File: config.mk
export PLATFORM = sky130hd
export DESIGN_NAME = in_order_cooldown_scheduler_unit
export DESIGN_NICKNAME = d
export VERILOG_FILES = /design/src/rtl/ics_pkg.sv /design/src/rtl/ics_cfg_regs.sv /design/src/rtl/ics_ring_ram.sv /design/src/rtl/ics_present_map.sv /design/src/rtl/ics_slot_ctrl.sv /design/src/rtl/in_order_cooldown_scheduler_unit.sv
export SDC_FILE = /design/constraint.sdc
export NUM_CORES = 1
export LEC_CHECK = 0
export ABC_AREA = 1
export BUFFER_PORTS_ARGS = -buffer_cell sky130_fd_sc_hd__buf_2
export CORE_MARGIN = 5
export CORE_UTILIZATION = 50
export CTS_CLUSTER_SIZE = 10
export DETAILED_ROUTE_END_ITERATION = 12
export PLACE_DENSITY = 0.66
export SLEW_MARGIN = 20
export SYNTH_ARGS = -nofsm -noshare
export SYNTH_HDL_FRONTEND = slang
export SYNTH_HIERARCHICAL = 1
export SYNTH_SLANG_ARGS = --single-unit
File: constraint.sdc
create_clock -name clk_i -period 6.1 [get_ports clk_i]
set_clock_uncertainty 0.2 [all_clocks]
set_input_delay 0.61 -clock clk_i [delete_from_list [all_inputs] [get_ports clk_i]]
set_output_delay 0.61 -clock clk_i [all_outputs]
set_load 0.05 [all_outputs]
File: src/rtl/ics_pkg.sv
// shared constants and types for the in-order cooldown scheduler
package ics_pkg;

  localparam int unsigned MaxCooldown = 31;
  localparam int unsigned SymW        = 8;
  localparam int unsigned CdW         = $clog2(MaxCooldown + 1);
  localparam int unsigned RingDepth   = MaxCooldown + 1;
  localparam int unsigned RingAw      = $clog2(RingDepth);
  localparam int unsigned CntW        = $clog2(RingDepth + 1);
  localparam int unsigned EntryW      = SymW + 1;
  localparam int unsigned MapDepth    = 1 << SymW;
  localparam int unsigned ApbAw       = 3;

  // register index decoded from paddr[2]
  localparam logic CfgCooldown = 1'b0;

  // present map access from the slot controller
  typedef struct packed {
    logic            rd_en;
    logic [SymW-1:0] rd_addr;
    logic            set_en;
    logic [SymW-1:0] set_addr;
    logic            clr_en;
    logic [SymW-1:0] clr_addr;
  } map_req_t;

  // window ring access from the slot controller
  typedef struct packed {
    logic              rd_en;
    logic [RingAw-1:0] rd_addr;
    logic              wr_en;
    logic [RingAw-1:0] wr_addr;
    logic [EntryW-1:0] wr_data;
  } ring_req_t;

endpackage

File: src/rtl/ics_cfg_regs.sv
// apb register file holding the cooldown setting
module ics_cfg_regs (
  input  logic                      clk_i,
  input  logic                      rst_ni,
  input  logic                      psel,
  input  logic                      penable,
  input  logic                      pwrite,
  input  logic [ics_pkg::ApbAw-1:0] paddr,
  input  logic [31:0]               pwdata,
  output logic [31:0]               prdata,
  output logic                      pready,
  output logic [ics_pkg::CdW-1:0]   cooldown_o
);

  logic [ics_pkg::CdW-1:0] cooldown_q, cooldown_d;
  logic                    idx_cd;

  assign idx_cd = (paddr[2] == ics_pkg::CfgCooldown);
  assign pready = 1'b1;

  // write on the access phase
  always_comb begin
    cooldown_d = cooldown_q;
    if (psel && penable && pwrite && pready && idx_cd) begin
      cooldown_d = pwdata[ics_pkg::CdW-1:0];
    end
  end

  always_ff @(posedge clk_i or negedge rst_ni) begin
    if (!rst_ni) begin
      cooldown_q <= '0;
    end else begin
      cooldown_q <= cooldown_d;
    end
  end

  // read back
  assign prdata     = idx_cd ? {{(32 - ics_pkg::CdW){1'b0}}, cooldown_q} : 32'd0;
  assign cooldown_o = cooldown_q;

endmodule

File: src/rtl/ics_ring_ram.sv
// window ring memory, one write and one registered read port
module ics_ring_ram (
  input  logic                       clk_i,
  input  ics_pkg::ring_req_t         req_i,
  output logic [ics_pkg::EntryW-1:0] rdata_o
);

  logic [ics_pkg::EntryW-1:0] mem [ics_pkg::RingDepth];
  logic [ics_pkg::EntryW-1:0] rdata_q;

  always_ff @(posedge clk_i) begin
    if (req_i.wr_en) begin
      mem[req_i.wr_addr] <= req_i.wr_data;
    end
    if (req_i.rd_en) begin
      rdata_q <= mem[req_i.rd_addr];
    end
  end

  assign rdata_o = rdata_q;

endmodule

File: src/rtl/ics_present_map.sv
// presence bitmap memory with per-entry valid bits and a deferred clear
module ics_present_map (
  input  logic              clk_i,
  input  logic              rst_ni,
  input  ics_pkg::map_req_t req_i,
  output logic              present_o
);

  logic                     mem [ics_pkg::MapDepth];
  logic [ics_pkg::MapDepth-1:0] vld_q, vld_d;
  logic                     pend_v_q, pend_v_d;
  logic [ics_pkg::SymW-1:0] pend_addr_q, pend_addr_d;
  logic                     rd_bit_q;
  logic                     rd_vld_q;
  logic                     hit_q;

  // a clear waits in a register; a set on the write port wins and drops it
  assign pend_v_d    = req_i.clr_en;
  assign pend_addr_d = req_i.clr_addr;

  always_comb begin
    vld_d = vld_q;
    if (req_i.set_en) begin
      vld_d[req_i.set_addr] = 1'b1;
    end else if (pend_v_q) begin
      vld_d[pend_addr_q] = 1'b1;
    end
  end

  // memory write and registered read
  always_ff @(posedge clk_i) begin
    if (req_i.set_en) begin
      mem[req_i.set_addr] <= 1'b1;
    end else if (pend_v_q) begin
      mem[pend_addr_q] <= 1'b0;
    end
    if (req_i.rd_en) begin
      rd_bit_q <= mem[req_i.rd_addr];
    end
  end

  always_ff @(posedge clk_i or negedge rst_ni) begin
    if (!rst_ni) begin
      vld_q       <= '0;
      pend_v_q    <= 1'b0;
      pend_addr_q <= '0;
      rd_vld_q    <= 1'b0;
      hit_q       <= 1'b0;
    end else begin
      vld_q       <= vld_d;
      pend_v_q    <= pend_v_d;
      pend_addr_q <= pend_addr_d;
      if (req_i.rd_en) begin
        rd_vld_q <= vld_q[req_i.rd_addr];
        hit_q    <= pend_v_q && (pend_addr_q == req_i.rd_addr);
      end
    end
  end

  // a clear landing in the read cycle wins over the stale bit
  assign present_o = rd_bit_q && rd_vld_q && !hit_q;

endmodule

File: src/rtl/ics_slot_ctrl.sv
// slot sequencer: retire, presence check, push and output register
module ics_slot_ctrl (
  input  logic                       clk_i,
  input  logic                       rst_ni,
  input  logic [ics_pkg::CdW-1:0]    cooldown_i,
  input  logic                       in_valid_i,
  output logic                       in_ready_o,
  input  logic [ics_pkg::SymW-1:0]   in_sym_i,
  output logic                       out_valid_o,
  input  logic                       out_ready_i,
  output logic [ics_pkg::SymW-1:0]   out_sym_o,
  output logic                       out_idle_o,
  output logic                       out_last_o,
  output ics_pkg::map_req_t          map_req_o,
  input  logic                       map_present_i,
  output ics_pkg::ring_req_t         ring_req_o,
  input  logic [ics_pkg::EntryW-1:0] ring_rdata_i
);

  localparam logic [1:0] StIdle = 2'd0;
  localparam logic [1:0] StRead = 2'd1;
  localparam logic [1:0] StEval = 2'd2;

  logic [1:0]                state_q, state_d;
  logic [ics_pkg::SymW-1:0]  sym_q, sym_d;
  logic [ics_pkg::RingAw-1:0] head_q, head_d;
  logic [ics_pkg::CntW-1:0]  count_q, count_d;
  logic                      out_v_q, out_v_d;
  logic [ics_pkg::SymW-1:0]  out_sym_q, out_sym_d;
  logic                      out_idle_q, out_idle_d;
  logic                      out_last_q, out_last_d;

  logic [ics_pkg::CntW-1:0]  cd_ext;
  logic                      retire;
  logic                      final_step;
  logic                      emit_ok;
  logic                      ent_idle;
  logic [ics_pkg::SymW-1:0]  ent_sym;
  logic                      busy;
  logic [ics_pkg::RingAw-1:0] head_nx;
  logic [ics_pkg::CntW-1:0]  count_nx;
  logic                      accept;

  assign cd_ext     = {{(ics_pkg::CntW - ics_pkg::CdW){1'b0}}, cooldown_i};
  assign retire     = count_q > cd_ext;
  assign final_step = count_q <= (cd_ext + ics_pkg::CntW'(1));
  assign emit_ok    = !out_v_q || out_ready_i;
  assign ent_idle   = ring_rdata_i[ics_pkg::SymW];
  assign ent_sym    = ring_rdata_i[ics_pkg::SymW-1:0];
  assign head_nx    = head_q + ics_pkg::RingAw'(retire);
  assign count_nx   = count_q - ics_pkg::CntW'(retire);
  assign in_ready_o = (state_q == StIdle);
  assign accept     = in_valid_i && in_ready_o;

  // symbol still present unless the slot retiring now was its last copy
  assign busy = map_present_i && !(retire && !ent_idle && (ent_sym == sym_q));

  always_comb begin
    state_d    = state_q;
    sym_d      = sym_q;
    head_d     = head_q;
    count_d    = count_q;
    out_v_d    = out_v_q && !out_ready_i;
    out_sym_d  = out_sym_q;
    out_idle_d = out_idle_q;
    out_last_d = out_last_q;
    map_req_o  = '0;
    ring_req_o = '0;

    unique case (state_q)
      StIdle: begin
        // reads start in the accept cycle
        if (accept) begin
          sym_d              = in_sym_i;
          map_req_o.rd_en    = 1'b1;
          map_req_o.rd_addr  = in_sym_i;
          ring_req_o.rd_en   = 1'b1;
          ring_req_o.rd_addr = head_q;
          state_d            = StEval;
        end
      end
      StRead: begin
        map_req_o.rd_en    = 1'b1;
        map_req_o.rd_addr  = sym_q;
        ring_req_o.rd_en   = 1'b1;
        ring_req_o.rd_addr = head_q;
        state_d            = StEval;
      end
      StEval: begin
        if (!final_step) begin
          // extra retire after the cooldown was lowered
          map_req_o.clr_en   = !ent_idle;
          map_req_o.clr_addr = ent_sym;
          head_d             = head_nx;
          count_d            = count_nx;
          state_d            = StRead;
        end else if (emit_ok) begin
          head_d              = head_nx;
          count_d             = count_nx + ics_pkg::CntW'(1);
          ring_req_o.wr_en    = 1'b1;
          ring_req_o.wr_addr  = head_nx + count_nx[ics_pkg::RingAw-1:0];
          out_v_d             = 1'b1;
          map_req_o.clr_addr  = ent_sym;
          if (busy) begin
            // idle slot
            ring_req_o.wr_data = {1'b1, {ics_pkg::SymW{1'b0}}};
            map_req_o.clr_en   = retire && !ent_idle;
            out_sym_d          = '0;
            out_idle_d         = 1'b1;
            out_last_d         = 1'b0;
            state_d            = StRead;
          end else begin
            // task slot, a set of the same symbol overrides its clear
            ring_req_o.wr_data = {1'b0, sym_q};
            map_req_o.set_en   = 1'b1;
            map_req_o.set_addr = sym_q;
            map_req_o.clr_en   = retire && !ent_idle && (ent_sym != sym_q);
            out_sym_d          = sym_q;
            out_idle_d         = 1'b0;
            out_last_d         = 1'b1;
            state_d            = StIdle;
          end
        end
      end
      default: begin
        state_d = StIdle;
      end
    endcase
  end

  always_ff @(posedge clk_i or negedge rst_ni) begin
    if (!rst_ni) begin
      state_q <= StIdle;
      head_q  <= '0;
      count_q <= '0;
      out_v_q <= 1'b0;
    end else begin
      state_q <= state_d;
      head_q  <= head_d;
      count_q <= count_d;
      out_v_q <= out_v_d;
    end
  end

  // payload registers
  always_ff @(posedge clk_i) begin
    sym_q      <= sym_d;
    out_sym_q  <= out_sym_d;
    out_idle_q <= out_idle_d;
    out_last_q <= out_last_d;
  end

  assign out_valid_o = out_v_q;
  assign out_sym_o   = out_sym_q;
  assign out_idle_o  = out_idle_q;
  assign out_last_o  = out_last_q;

endmodule

File: src/rtl/in_order_cooldown_scheduler_unit.sv
// top level of the in-order cooldown scheduler
// Usage: task symbols enter on the s_axis channel (tdata = symbol), one item
// per handshake, strictly in order. For each task the m_axis channel gives
// zero or more idle slots (tuser = 1, tdata = 0) and then the task slot
// itself (tuser = 0, tdata = symbol, tlast = 1). A task is held back until
// its symbol is absent from the last cooldown slots issued.
// The cooldown register lies at APB byte address 0; write it only while
// the block is idle. pready is always high.
// Steps: each slot takes a read of the ring and bitmap memories and an
// evaluate step that retires, decides and writes back. For an item's first
// slot the reads start in the accept cycle and the evaluate step follows
// at once. The next item is taken only after the current task slot is
// evaluated. Each extra retire after the cooldown was lowered adds a read and an evaluate step.
// Reset clears the window, the presence bitmap valid bits and the cooldown.
// When the receiver stalls the slot waits in the output register and the
// evaluate step holds until the register frees up; nothing is dropped.
module in_order_cooldown_scheduler_unit (
  input  logic                      clk_i,
  input  logic                      rst_ni,
  input  logic                      s_axis_tvalid,
  output logic                      s_axis_tready,
  input  logic [7:0]                s_axis_tdata,  // [7:0] task_symbol
  output logic                      m_axis_tvalid,
  input  logic                      m_axis_tready,
  output logic [7:0]                m_axis_tdata,  // [7:0] slot_symbol
  output logic                      m_axis_tuser,  // [0] slot_idle
  output logic                      m_axis_tlast,
  input  logic                      psel,
  input  logic                      penable,
  input  logic                      pwrite,
  input  logic [ics_pkg::ApbAw-1:0] paddr,
  input  logic [31:0]               pwdata,
  output logic [31:0]               prdata,
  output logic                      pready
);

  logic [ics_pkg::CdW-1:0]    cooldown;
  ics_pkg::map_req_t          map_req;
  logic                       map_present;
  ics_pkg::ring_req_t         ring_req;
  logic [ics_pkg::EntryW-1:0] ring_rdata;

  ics_cfg_regs u_cfg (
    .clk_i      (clk_i),
    .rst_ni     (rst_ni),
    .psel       (psel),
    .penable    (penable),
    .pwrite     (pwrite),
    .paddr      (paddr),
    .pwdata     (pwdata),
    .prdata     (prdata),
    .pready     (pready),
    .cooldown_o (cooldown)
  );

  ics_ring_ram u_ring (
    .clk_i   (clk_i),
    .req_i   (ring_req),
    .rdata_o (ring_rdata)
  );

  ics_present_map u_map (
    .clk_i     (clk_i),
    .rst_ni    (rst_ni),
    .req_i     (map_req),
    .present_o (map_present)
  );

  ics_slot_ctrl u_ctrl (
    .clk_i         (clk_i),
    .rst_ni        (rst_ni),
    .cooldown_i    (cooldown),
    .in_valid_i    (s_axis_tvalid),
    .in_ready_o    (s_axis_tready),
    .in_sym_i      (s_axis_tdata),
    .out_valid_o   (m_axis_tvalid),
    .out_ready_i   (m_axis_tready),
    .out_sym_o     (m_axis_tdata),
    .out_idle_o    (m_axis_tuser),
    .out_last_o    (m_axis_tlast),
    .map_req_o     (map_req),
    .map_present_i (map_present),
    .ring_req_o    (ring_req),
    .ring_rdata_i  (ring_rdata)
  );

endmodule

Yosys cells after proc, flatten, opt, wreduce, memory -nomap -nowiden
Memories as Yosys holds them, arrays and structs flattened. A register that Yosys moved wholly into a read port is not among the register bits.
Cells that the tools add are included.
{"block": "word_totals", "elab_cells": 113, "ramBits": 544, "memories": 2, "reg_bits": 304, "input_bits": 50, "output_inout_bits": 45}
{"memory": "u_ring.mem", "words": 32, "width": 9, "read_ports": 1, "rd_ports_with_merged_regs": 1, "wr": 1, "line_no": "ics_ring_ram.sv:8", "rtl": "logic [ics_pkg::EntryW-1:0] mem [ics_pkg::RingDepth];"}
{"memory": "u_map.mem", "words": 256, "width": 1, "read_ports": 1, "rd_ports_with_merged_regs": 1, "wr": 1, "line_no": "ics_present_map.sv:9", "rtl": "logic mem [ics_pkg::MapDepth];"}
{"block": "op_classes", "n_lt_le_gt_ge": 7, "addsub": 5, "bitwise_logic": 3, "muxes": 47, "eq_ne": 8, "n_reduce_logical": 27}
{"cell": "256-bit 2-to-1 mux", "n": 2}
{"cell": "256-bit OR", "n": 2}
{"cell": "15-bit 2-to-1 mux", "n": 3}
{"cell": "9-bit 2-to-1 mux", "n": 5}
{"cell": "18-bit 2-to-1 mux", "n": 2}
{"cell": "8-bit by 9-bit less-than comparator with 1-bit output, second input constant", "n": 3}
{"cell": "1-bit 2-to-1 mux", "n": 19}
{"cell": "6-bit 2-to-1 mux", "n": 3}
{"cell": "9-bit case mux with 2 select lines", "n": 1}
{"cell": "1-bit demux with 8-bit select", "n": 2}
{"cell": "8-bit equality test", "n": 2}
{"cell": "8-bit by 1-bit >= comparator with 1-bit output, second input constant", "n": 2}
{"cell": "5-bit 2-to-1 mux", "n": 3}
{"cell": "1-bit logical AND", "n": 14}
{"cell": "6-bit case mux with 2 select lines", "n": 1}
{"cell": "1-bit binary-select mux with 8-bit select", "n": 1}
{"cell": "8-bit 2-to-1 mux", "n": 1}
{"cell": "8-bit != test", "n": 1}
{"cell": "5-bit by 1-bit adder with 6-bit output, second input constant", "n": 1}
{"cell": "6-bit by 1-bit adder with 6-bit output, second input constant", "n": 1}
{"cell": "6-bit by 5-bit greater-than comparator with 1-bit output", "n": 1}
{"cell": "6-bit less-or-equal comparator", "n": 1}
{"cell": "2-bit 2-to-1 mux", "n": 3}
{"cell": "2-bit case mux with 3 select lines", "n": 1}
{"cell": "other kinds (15)", "n": 22}

Depth between registers and ports, before layout
{"block": "depth", "word_depth": 15, "depth_mapped": 26, "ltp_nobuf": 24}

Hierarchy
The synthesis kept the hierarchy.
{"module": "ics_present_map", "seq_area_each_um2": 14398.8, "cells_each": 2640, "area_per_inst_um2": 24607.4, "instances": 1}
{"module": "ics_ring_ram", "seq_area_each_um2": 8918.6, "cells_each": 1029, "area_per_inst_um2": 12065.3, "instances": 1}
{"module": "ics_slot_ctrl", "seq_area_each_um2": 890.9, "cells_each": 352, "area_per_inst_um2": 2588.7, "instances": 1}
{"module": "ics_cfg_regs", "seq_area_each_um2": 125.1, "cells_each": 65, "area_per_inst_um2": 476.7, "instances": 1}

Worst setup path after synthesis
No wires, ideal clock.
{"block": "synth_path", "kind": "reg-to-reg", "startpoint": "register u_cfg.cooldown_q, in the netlist u_cfg/cooldown_o[0]", "endpoint": "memory u_map.mem[143], enable pin", "path_slack_ns": 1.463, "path_buffers": 2, "arrival_ns": 4.140, "setup_ns": 0.298, "synth_period_minus_slack_ns": 4.637, "required_time_ns": 5.602, "stages_incl_launch_ff": 24, "path_cell_list": "dfrtp_1 -> ha_1 -> nand3_1 -> xor2_1 -> ha_1 -> nand2_2 -> inv_1 -> nand2_1 -> nand3_2 -> nand2_4 -> nand2_4 -> nor2_4 -> nand2_4 -> inv_1 -> inv_2 -> nand2_4 -> buf_6 -> nand2_1 -> o21ai_4 -> inv_4 -> nor2_8 -> nand2_4 -> buf_2 -> nor2_2"}
{"item": "start: declaration", "line_no": "ics_cfg_regs.sv:15", "rtl": "logic [ics_pkg::CdW-1:0] cooldown_q, cooldown_d;"}
{"item": "start signal: assignment", "line_no": "ics_cfg_regs.sv:33", "rtl": "cooldown_q <= cooldown_d;"}
{"item": "end: declaration", "line_no": "ics_present_map.sv:9"}

==> summary.md <==
| Metric | Value |
|---|---|
| Status | `complete, no violations` |
| Syn. warnings | `6` |
| # DRC | `0` |
| Non-Filler Instances | `about 5,200` |
| Final HPWL DP | `slightly below 70,000 um` |
| Maximum vdd drop | `0.000472 V` |
| WP buf/inv | `5` |
| Total gr overflow | `0` |
| Max clock buf depth | `3` |
| FMAX | `roughly 190 MHz` |
| Iter 0 DRT Violations | `3,550` |
| CTS tree | `done` |
| Post-synth EDFFs | `572` |
| Sink Count | `858` |
| Int Power | `~12 mW` |
| Seq cells post-synth | `around 860` |
| CP top delay family | `simple AND/OR/NAND/NOR gates` |
| CP cell instances | `ha_1 > nand3_1 > xor2_1 > ha_1 > nand2_2 > nor2_4 > nand2_1 > nand3_2 > nand2_4 > nand2_4 > nor2_4 > nand2_4 > inv_1 > inv_2 > nand2_8 > o21ai_0 > inv_1 > nor2_1 > inv_1 > nor2_1 > nand2_1 > buf_4 > nor2_1` |
| WL per Instance | `roughly 22 um` |
| Max_cap viols | `0` |
| Final count of hold timing violations | `0` |
| Die area | `85,200 um^2` |
| Row cnt | `about 100` |
| Pleak | `roughly 18 nW` |
| Vias | `30,000` |
| Initial core utilization | `0.504` |
| Hold Path End | `u_cfg/cooldown_o[0]` |
| Slew headroom | `0.182` |
| FFs w/ async S/R, synth | `0.333` |
| Clk pwr share | `0.270` |
| Fin. max-slew vios | `0` |
| Sw Pwr | `7.79 mW` |
| DR pass1 iterations | `8` |
| Hold path startpoint | `pwdata[0]` |
| Post-CTS sizing | `0` |
| Minimum clock period | `approximately 5300 ps` |
| Nature of the critical path startpoint | `flip-flop` |
| Final setup TNS | `0 ps` |
| Die height | `around 300 um` |
| Inst Count DP | `approximately 5,000` |
| Nets@finish | `between 4,000 and 5,000` |
| RSZ-0062 raised after global routing | `no` |
| Buffers added on ports | `37` |
| Pwr/cell area | `about 450 nW/um^2` |
| Ant diodes | `0` |
| CP peak stage delay | `roughly 650 ps` |
| Routed Antenna Nets | `0` |
| Critical Path AT | `5440 ps` |
| Setup bufs post-CTS | `0` |
| Ys flop type | `edfxtp_1` |
| Seq/Total Area, Yosys | `0.612` |
| Synth cell types | `46` |
| WHS Path Cells | `3` |
| Syn Inst Count | `about 4,000` |
| HP Class | `input pin to flip-flop` |
| Layout area overhead | `9.75%` |
| Combinational share of power | `0.352` |
| Via/cell ratio | `a little under 6` |
| CTS clk-pin slew, worst paths | `about 60 ps` |
| Largest net degree at the start of global routing | `between 150 and 200` |
| Clock latency on the worst-skew pair | `660 ps` |
| Routed wire length | `113,000 um` |
| Number of global-route vias before repair | `approximately 29,000` |
| Initial antenna violation count | `1` |
| Global Route Usage Sum | `0.259` |
| Chip width | `roughly 300 um` |
| Final worst-path cycle share | `0.868` |
| Gpl congestion | `~0.97` |
| First-pass GRT wire length | `173,000 um` |
| Register-to-register setup slack | `800 ps` |
| H-tree levels | `3` |
| Post-synthesis cell area | `39,700 um^2` |
| Sw frac | `0.398` |
| Fillcell total | `about 7,000` |
| Crit path required time | `6250 ps` |
| Top Ports | `95` |
| R2R depth | `23` |
| Core area | `78,900 um^2` |
| Final Setup Violations | `0` |
| Slowest-stage cell, CP | `o21ai_0` |
| Setup CP Type | `flip-flop to flip-flop` |
| Crit path capture type | `flip-flop` |
| Root Buffer | `clkbuf_16` |
| Sequential power share | `0.377` |
| Worst r2r dst | `u_map/mem[105]` |
| Crit-path max FO | `38` |
| Reg2Reg Launch Point | `u_cfg/cooldown_o[0]` |
| Layout cells sized above 1 | `0.0916` |
| Post-synthesis area per instance | `about 9.7 um^2` |
| Worst slew pin tran | `~1200 ps` |
| CTS Buf Count | `97` |
## routing by layer
layer  vias up  part of all wire  track usage
li1      13800                 -            -
met1     14600              0.40        0.354
met2      1311              0.47        0.415
met3       330             0.080       0.0446
met4         0             0.051        0.111
met5         -                 0            0
## kinds of logic after synthesis
kind of cell,after synthesis,share of synthesized area
buffers and inverters,460,0.0536
other,2,0.000189
AND/OR/NAND/NOR,2243,0.247
AO/OA/AOI/OAI,490,0.0779
adder cells (fa/ha/maj),21,0.00680
XOR/XNOR,12,0.00264
flip-flops,858,0.612
## state kept, by name, summed over array words and instances, names as in the netlist
name,flops
u_ctrl/out_valid_o,1
u_ctrl/out_idle_o,1
u_ring/rdata_o,9
u_map/mem,256
u_map/vld_q,256
u_map/rd_vld_q,1
u_cfg/cooldown_o,5
u_ctrl/head_q,5
u_ctrl/sym_q,8
u_map/hit_q,1
u_ctrl/out_sym_o,8
u_map/pend_v_q,1
u_ring/mem,288
u_map/pend_addr_q,8
u_ctrl/count_q,6
u_ctrl/state_q,2
u_map/rd_bit_q,1
u_ctrl/out_last_o,1
## worst min-delay path, stage by stage
cell     delay [ps]
buf_2            80
nand3_1          90
nand2_1          80
## through the flow
step / area, um^2 / utilization / total power, mW / setup WS [ps] / hold WS (ps)
6_report: 43600 / 0.553 / 19.6 / 803 / 45.9
5_1_grt: 43600 / 0.553 / 20.5 / 531 / 36.0
4_1_cts: 43600 / 0.553 / 19.5 / 838 / 1.54
3_5_place_dp: 40700 / 0.516 / 14.2 / 906 / 244
3_3_place_gp: 40700 / 0.516 / 14.2 / 958 / 237
2_1_floorplan: 39800 / - / 12.1 / 1460 / 114
## timing repair
item	in CTS	in global routing
hold buffers	14	0
setup endpoints to repair	0	0
hold endpoints to repair	97	0
## cells in the mapped netlist (2+ instances only)
master | instances | area, um^2
buf_1 | 23 | 86.3
nand3_2 | 2 | 20.0
buf_2 | 92 | 460
inv_2 | 12 | 45.0
nand3_1 | 573 | 2870
buf_4 | 41 | 308
conb_1 | 2 | 7.51
o21ai_1 | 2 | 10.0
nand4_1 | 11 | 68.8
inv_4 | 3 | 18.8
clkinv_1 | 15 | 56.3
o21ai_4 | 4 | 65.1
ha_1 | 20 | 250
nor2_4 | 5 | 56.3
or2_1 | 61 | 382
clkbuf_1 | 87 | 327
o21ai_2 | 6 | 52.6
nand2_4 | 10 | 113
o21bai_1 | 7 | 52.6
xnor2_1 | 4 | 35.0
nand2_1 | 927 | 3480
inv_1 | 170 | 638
nor2_2 | 23 | 144
a21o_1 | 121 | 908
xor2_1 | 8 | 70.1
o21ai_0 | 142 | 711
dfrtp_1 | 286 | 7160
or2_2 | 66 | 413
nand3b_1 | 3 | 22.5
buf_6 | 17 | 191
nor3_1 | 5 | 25.0
o22ai_1 | 183 | 1140
nor2_1 | 536 | 2010
a21oi_1 | 19 | 95.1
a21oi_2 | 2 | 17.5
edfxtp_1 | 572 | 17200
nor2_8 | 3 | 60.1
nand2_2 | 15 | 93.8
## layout make-up
| cell class | instances | area [um^2] | area share |
|---|---|---|---|
| inverters | 200 | 774 | 0.0178 |
| multi-input cells | 2794 | 13500 | 0.309 |
| well taps | 1050 | 1310 | 0.0301 |
| repair buffers | 113 | 888 | 0.0204 |
| clock buffers | 164 | 2720 | 0.0624 |
| flip-flops and latches | 858 | 24300 | 0.558 |
| clock inverters | 8 | 93.8 | 0.00215 |
## cell usage in the layout (no fill, tap or decap), types with 8 or more instances in the layout
| cell | instances |
|---|---|
| nand4_1 | 11 |
| inv_2 | 9 |
| nand2_2 | 15 |
| dlygate4sd3_1 | 14 |
| xor2_1 | 8 |
| ha_1 | 20 |
| nor2_1 | 524 |
| o21ai_4 | 8 |
| dfrtp_1 | 286 |
| a21o_1 | 121 |
| clkbuf_1 | 64 |
| nand3_1 | 573 |
| nor2_2 | 29 |
| or2_1 | 61 |
| clkinv_1 | 14 |
| clkbuf_16 | 98 |
| conb_1 | 28 |
| nor2_4 | 11 |
| edfxtp_1 | 572 |
| inv_1 | 170 |
| or2_2 | 66 |
| nand2_4 | 9 |
| nand2_1 | 927 |
| o21ai_0 | 137 |
| buf_4 | 55 |
| a21oi_1 | 19 |
| buf_2 | 36 |
| o22ai_1 | 183 |
## worst max path at each step
stage | endpoint | slack (ps) | start | cells after the start
CTS | u_map/mem[105] | 840 | u_cfg/cooldown_o[0] | 23
global route | u_map/mem[32] | 530 | u_cfg/cooldown_o[0] | 23
detailed placement | u_map/mem[9] | 910 | u_cfg/cooldown_o[0] | 23
global placement | u_map/mem[251] | 960 | u_cfg/cooldown_o[0] | 23
floorplan | u_map/mem[143] | 1460 | u_cfg/cooldown_o[0] | 23
finish | u_map/mem[105] | 800 | u_cfg/cooldown_o[0] | 23
## power groups by stage
stage | clock, mW | sequential (mW) | combinational (mW)
global placement | 0 | 7.47 | 6.72
floorplan | 0 | 7.46 | 4.66
global route | 5.62 | 7.42 | 7.49
finish | 5.29 | 7.38 | 6.89
CTS | 5.37 | 7.37 | 6.81
detailed placement | 0 | 7.47 | 6.76
Note: power is estimated with default switching activity, not from simulation.
